File: src/rtl/core/mmsr_pkg.sv
package mmsr_pkg;

   // fixed field widths of the stream ports
   localparam int REQ_DATA_WIDTH = 32;
   localparam int RSP_DATA_WIDTH = 64;
   localparam int MODE_WIDTH     = 3;

   typedef logic [MODE_WIDTH-1:0] mode_type;

   localparam mode_type MODE_SUM      = 3'd0;
   localparam mode_type MODE_SUM_ABS  = 3'd1;
   localparam mode_type MODE_SUM_SQR  = 3'd2;
   localparam mode_type MODE_MAX      = 3'd3;
   localparam mode_type MODE_MIN      = 3'd4;
   localparam mode_type MODE_MAX_ABS  = 3'd5;
   localparam mode_type MODE_MIN_ABS  = 3'd6;
   localparam mode_type MODE_RESERVED = 3'd7;

endpackage

File: src/rtl/core/mmsr_accum.sv
module mmsr_accum #(
   parameter int ACCUM_WIDTH = 64
) (
   input  logic                                clock,
   input  logic                                reset,
   input  mmsr_pkg::mode_type                  mode,
   input  logic                                op_valid,
   output logic                                op_ready,
   input  logic [ACCUM_WIDTH-1:0]              op_x,
   input  logic [ACCUM_WIDTH-1:0]              op_abs,
   input  logic [ACCUM_WIDTH-1:0]              op_sqr,
   input  logic                                op_last,
   output logic                                out_valid,
   input  logic                                out_ready,
   output logic [mmsr_pkg::RSP_DATA_WIDTH-1:0] out_value
);

   logic                   acc_first_ff, acc_first_in;
   logic [ACCUM_WIDTH-1:0] acc_ff, acc_in;
   logic                   out_valid_ff, out_valid_in;
   logic [mmsr_pkg::RSP_DATA_WIDTH-1:0] out_value_ff;

   logic                   fire;
   logic                   emit;
   logic [ACCUM_WIDTH-1:0] cand;
   logic [ACCUM_WIDTH-1:0] acc_next;
   logic                   cand_less;

   // a last element waits only while the result register is still occupied
   assign op_ready = !op_last || !out_valid_ff || out_ready;
   assign fire     = op_valid && op_ready;
   assign emit     = fire && op_last;

   assign cand      = (mode == mmsr_pkg::MODE_MAX || mode == mmsr_pkg::MODE_MIN) ? op_x : op_abs;
   assign cand_less = $signed(cand) < $signed(acc_ff);

   always_comb begin
      acc_next = acc_ff;
      case (mode) inside
         mmsr_pkg::MODE_SUM:     acc_next = acc_ff + op_x;
         mmsr_pkg::MODE_SUM_ABS: acc_next = acc_ff + op_abs;
         mmsr_pkg::MODE_SUM_SQR: acc_next = acc_ff + op_sqr;
         mmsr_pkg::MODE_MAX, mmsr_pkg::MODE_MAX_ABS: begin
            if (acc_first_ff || (!cand_less && cand != acc_ff)) acc_next = cand;
         end
         mmsr_pkg::MODE_MIN, mmsr_pkg::MODE_MIN_ABS: begin
            if (acc_first_ff || cand_less) acc_next = cand;
         end
         default: acc_next = acc_ff;
      endcase
   end

   always_comb begin
      acc_in       = acc_ff;
      acc_first_in = acc_first_ff;
      if (fire) begin
         acc_in       = op_last ? '0 : acc_next;
         acc_first_in = op_last;
      end
   end

   assign out_valid_in = emit || (out_valid_ff && !out_ready);

   always_ff @(posedge clock) begin
      if (reset) begin
         acc_ff       <= '0;
         acc_first_ff <= 1'b1;
         out_valid_ff <= 1'b0;
      end else begin
         acc_ff       <= acc_in;
         acc_first_ff <= acc_first_in;
         out_valid_ff <= out_valid_in;
      end
   end

   always_ff @(posedge clock) begin
      if (emit) begin
         out_value_ff <= mmsr_pkg::RSP_DATA_WIDTH'($signed(acc_next));
      end
   end

   assign out_valid = out_valid_ff;
   assign out_value = out_value_ff;

endmodule
File: config.mk
export PLATFORM = sky130hd
export DESIGN_NAME = mmsr_accum
export DESIGN_NICKNAME = d
export VERILOG_FILES = /design/src/rtl/core/mmsr_pkg.sv /design/src/rtl/core/mmsr_accum.sv
export SDC_FILE = /design/constraint.sdc
export NUM_CORES = 1
export LEC_CHECK = 0
export ABC_AREA = 1
export BUFFER_PORTS_ARGS = -buffer_cell sky130_fd_sc_hd__buf_4
export CORE_AREA = 8 8 227 229
export CTS_CLUSTER_DIAMETER = 100
export CTS_CLUSTER_SIZE = 12
export DETAILED_ROUTE_END_ITERATION = 7
export DIE_AREA = 0 0 235 237
export PLACE_DENSITY = 0.68
export SLEW_MARGIN = 5
export SYNTH_ARGS = -nofsm -noshare
export SYNTH_HDL_FRONTEND = slang
export SYNTH_SLANG_ARGS = --single-unit
export TNS_END_PERCENT = 100
File: constraint.sdc
create_clock -name clock -period 6.4 [get_ports clock]
set_input_delay 1.28 -clock clock [delete_from_list [all_inputs] [get_ports clock]]
set_output_delay 1.28 -clock clock [all_outputs]
set_load 0.01 [all_outputs]
[After elaboration in Yosys (flattened, before gate mapping)]
Index checks and enable logic that the tools add are counted.
Cells by class
  magnitude comparators: 1
  multiplexer cells: 9
  $add $sub $neg: 3
  eq/ne operators: 7
  reductions and logical operators: 17
Operators with widths (number)
  $mux 64: 9
  $add 64x64->64: 3
  $lt 64x64->1: 1
  $ne 64x64->1: 1
  $eq 3x3->1 const B: 3
  $eq 3x2->1 const B: 2
  $logic_or 1x1->1: 6
  $logic_and 1x1->1: 4
  $logic_not 1->1: 4
  $reduce_or 2->1: 2
  $eq 3x1->1 const B: 1
  $logic_not 3->1: 1
Storage, ports and cells
  logic and storage cells: 41
  output and inout bits: 66
  flip-flop bits (word level): 130

[Depth between registers and ports, before layout]
  depth in word-level cells: 13
  depth in mapped cells: 37
  gate-level depth less buffers: 32

[Least setup slack after synthesis]
Ideal clock, no wire load.
  kind: input-to-reg
  start: input port mode[2]
  end: register out_value_ff (netlist bit out_value[32]) (data pin)
  cell stages on the path: 26
  setup time: 255 ps
  slack: 1664 ps
  data arrival time: 4481 ps
  path through: clkbuf_1 -> inv_1 -> nand3_1 -> o21ai_1 -> buf_2 -> buf_2 -> mux2_2 -> ha_1 -> a21oi_1 -> nand3_1 -> nand2_1 -> nand2_1 -> nand2_1 -> nand2_1 -> a21oi_2 -> nand2_2 -> nand2_2 -> nand3_4 -> nand2_4 -> clkbuf_1 -> nand2_1 -> nand3_1 -> nand3_1 -> nand3_1 -> nand3_1 -> and2_1
Between the ends
  word-level cells in the longest chain between the ends: 12
RTL lines
  from (decl): RTL line mmsr_accum.sv:6  | input mmsr_pkg::mode_type mode,
  $eq 3x2->1 / $eq 3x3->1 (equally long branches): RTL line mmsr_accum.sv:34  | assign cand = (mode == mmsr_pkg::MODE_MAX || mode == mmsr_pkg::MODE_MIN) ? op_x : op_abs;
  $logic_or 1x1->1: RTL line mmsr_accum.sv:34
  $mux 64: RTL line mmsr_accum.sv:34
  $lt 64x64->1: RTL line mmsr_accum.sv:35  | assign cand_less = $signed(cand) < $signed(acc_ff);
  $logic_not 1->1: RTL line mmsr_accum.sv:44  | if (acc_first_ff || (!cand_less && cand != acc_ff)) acc_next = cand;
  $logic_and 1x1->1: RTL line mmsr_accum.sv:44
  $logic_or 1x1->1: RTL line mmsr_accum.sv:44
  $mux 64: RTL line mmsr_accum.sv:44
  $mux 64 (3 in a row): RTL line mmsr_accum.sv:39  | case (mode) inside
  $mux 64 (*): RTL line mmsr_accum.sv:39
  named net acc_next[32]: RTL line mmsr_accum.sv:26  | logic [ACCUM_WIDTH-1:0] acc_next;
  to (signal assigned): RTL line mmsr_accum.sv:78  | out_value_ff <= mmsr_pkg::RSP_DATA_WIDTH'($signed(acc_next));
  to (decl): RTL line mmsr_accum.sv:21  | logic [mmsr_pkg::RSP_DATA_WIDTH-1:0] out_value_ff;
Mark *: on every way through the listed nets, which the timed path passes. The rest lies on a longest branch.
A chain may end at the register's enable or synchronous reset.

[Final worst setup path]
  start: input port mode[2]
  end: register acc_ff[57]
Between the ends
  word-level cells in the longest chain between the ends: 13
RTL lines
  $eq 3x2->1 / $eq 3x3->1 (equally long branches): RTL line mmsr_accum.sv:34
  $logic_or 1x1->1: RTL line mmsr_accum.sv:34
  $mux 64: RTL line mmsr_accum.sv:34
  $lt 64x64->1: RTL line mmsr_accum.sv:35
  $logic_not 1->1: RTL line mmsr_accum.sv:44
  $logic_and 1x1->1: RTL line mmsr_accum.sv:44
  $logic_or 1x1->1: RTL line mmsr_accum.sv:44
  $mux 64: RTL line mmsr_accum.sv:44
  $mux 64 (3 in a row): RTL line mmsr_accum.sv:39
  $mux 64 (*): RTL line mmsr_accum.sv:39
  named net acc_next[57]: RTL line mmsr_accum.sv:26
  $mux 64 (*): RTL line mmsr_accum.sv:57  | acc_in = op_last ? '0 : acc_next;
  to (signal assigned): RTL line mmsr_accum.sv:70  | acc_ff <= acc_in;
  to (decl): RTL line mmsr_accum.sv:19  | logic [ACCUM_WIDTH-1:0] acc_ff, acc_in;
Marks and branches as above.

==> impl_metrics.tcl <==
set metrics [dict create \
    layout-drive-gt1-share_pct 10.34 \
    avgSynthCellArea_sq_um 5.900 \
    cp-start-kind "primary input" \
    die_area_sq_um 55700 \
    clk_pin_slew_worst_paths_ns 0.08 \
    critPathKind "in2reg" \
    drt_iter0_drc 3714 \
    worstPathRequired_ns 6.72 \
    ir_drop_uv 226.1 \
    crit_fanout 50 \
    fin_crit_ns 5.540 \
    slew_headroom_pct 15.54 \
    final_common_cell "nand2_1" \
    grt_pass1_wl_microns 165200 \
    gr-total-overflow 0 \
    cts_root_buf "clkbuf_16" \
    ys_types 56 \
    netlist_area_sq_um 23190 \
    worstSkewPairLatency_ns 0.49 \
    powerDensity_nw_per_um2 158.0 \
    cts_tree "yes" \
    clockBufferDepth 2 \
    tightest_slew_ns 1.255 \
    grtUsageTotal_pct 38.83 \
    portBuffers 265 \
    grt_pass1_vias 26480 \
    max_freq_mhz 180.5 \
    hpwlAfterDp_microns 92730 \
    status "complete, but fails checks" \
    holdBufCountCts 0 \
    layout_common_cells "1033 x nand2_1, 473 x inv_1, 421 x a21oi_1" \
    yosysTopAreaCellShare_pct 16.73 \
    syn_inst 3931 \
    holdCritStartpoint "acc_first_ff$_SDFFE_PP1P_" \
    worst_slack_ns 0.8605 \
    worst_hold_path_type "reg2reg" \
    cts_setup_buffers 0 \
    layout_worst_path_cycle_share_pct 86.56 \
    die_h_microns 237 \
    drc 1 \
    wl_per_cell_microns 23.80 \
    drtAntennaViolNets 0 \
    cp-startpoint "mode[2]" \
    num_rows 81 \
    gp_congestion 1.091 \
    max-cap-violations 0 \
    start_util_pct 48.18 \
    syn_nets 4387 \
    final_core_util_pct 54.83 \
    synth_top_area_cell "nand2_1" \
    violations "DRC" \
    routed_wl_microns 113300 \
    tns_ns 0 \
    power.leakage_nw 12.59 \
    grt_max_degree 66 \
    synth_edf_count 64 \
    pre_cts_ws_ns 0.4857 \
    antenna_found_initial 2 \
    ys_ff_latch 130 \
    drv_slew 0 \
    antenna_cells 0 \
    ctsResizeCount 0 \
    num_vias 28940 \
    cts.sinks 130 \
    rsz0062_at_grt "no" \
    yosys_warnings 0 \
    dieWidth_microns 235 \
    core-area_sq_um 48140 \
    area_growth_pct 13.79 \
    finalNetCount 4583 \
    setup_violations 0 \
    reg2reg_from "acc_ff[27]$_SDFFE_PP0P_" \
    synth_area_leaders "nand2_1 17%, ha_1 14%, a21oi_1 9.1%" \
    async_flop_share_pct 0 \
    htree_levels 4 \
    synth_ff_type "dfxtp_1" \
    pin_count 266 \
    first_pass_iters 8 \
    yosysSeqAreaShare_pct 13.98 \
    finalHoldViolCount 0 \
    cp-end-kind "register" \
    vias_per_cell 6.078 \
    numCtsBuffers 17 \
    cp.arrival_ns 5.86 \
    clock_skew_ns 0.01994 \
]
[where the power goes]
part	switching [mW]	internal, mW
Combinational	1.32	0.683
Sequential	0.101	0.946
Clock	0.497	0.624
Total	1.92	2.25
[metal layers]
metal / part of all wire (%) / GRT usage [%]
met5: 0.026 / 0
met4: 3.7 / 13.25
met3: 14 / 10.51
met2: 39 / 55.01
met1: 43 / 55.62
[synth_stat cells (34+ instances only)]
cell / instances
nand2_1: 1034
inv_1: 475
a21oi_1: 421
nand3_1: 394
nor2_1: 319
ha_1: 253
o21ai_0: 240
clkbuf_1: 71
dfxtp_1: 66
edfxtp_1: 64
xnor2_1: 55
xor2_1: 45
a31oi_1: 44
o21ai_1: 37
or2_2: 37
mux2_2: 36
nor3_1: 36
o211ai_1: 34
o21a_1: 34
[per-stage QoR]
stage	hold WS (ns)	power [mW]	std cells	area, sq um
2_1_floorplan	0.4941	2.256	3931	23190
3_3_place_gp	0.4888	2.972	4730	25780
3_5_place_dp	0.4998	2.974	4730	25780
4_1_cts	0.5117	4.084	4762	26390
5_1_grt	0.5486	4.364	4762	26390
6_report	0.5070	4.171	4762	26390
[registers in the layout, summed over array words and instances (netlist names)]
signal,flops
out_valid,1
acc_ff,64
out_value,64
acc_first_ff,1
[worst max-delay path, stage by stage]
cell and delay (ns):
buf_4 0.15, inv_1 0.22, nand3_1 0.24, o21ai_4 0.35
buf_12 0.31, o21ai_0 0.35, ha_1 0.42, nand2_1 0.07
nor3_1 0.24, and3_1 0.22, nand2_1 0.06, nand2_1 0.11
nand2_2 0.08, nand2_2 0.07, nand2_2 0.09, nand3_4 0.08
nand2_4 0.27, buf_12 0.29, nand2_1 0.06, nand3_1 0.06
nand2_1 0.10, nand2_1 0.05, nand2_1 0.21, nand2_1 0.09
nand3_1 0.12, nand2_1 0.08, nand2_1 0.06, a21oi_1 0.07
[area by class of cell]
cell class	instances	area, sq um
tap	622	778.2
clock inverter	15	191.4
clock buffer	17	425.4
timing repair buffer	292	2255
fill	5099	21750
sequential	130	3243
inverter	480	1805
multi-input combinational	3206	17700
[path summary, 6_finish.rpt]
check,end,depth (start not counted),slack [ns]
max,acc_ff[57]$_SDFFE_PP0P_,28,0.86
min,acc_first_ff$_SDFFE_PP1P_,2,0.51
max reg2reg,out_value[52]$_DFFE_PP_,13,2.14
min reg2reg,acc_first_ff$_SDFFE_PP1P_,2,0.51
[kinds of logic (layout without fill, tap and decap cells)]
family / after synthesis / count (layout) / synth area share [%]
muxes: 36 / 36 / 1.748
buffers and inverters: 595 / 804 / 9.963
DFF: 130 / 130 / 13.98
adders and majority gates: 256 / 256 / 13.91
xor gates and xnor gates: 100 / 100 / 3.776
AOI/OAI and AO/OA: 917 / 917 / 22.09
and+or+nand+nor: 1897 / 1897 / 34.53
No activity file was read; power rests on OpenSTA's default activity.
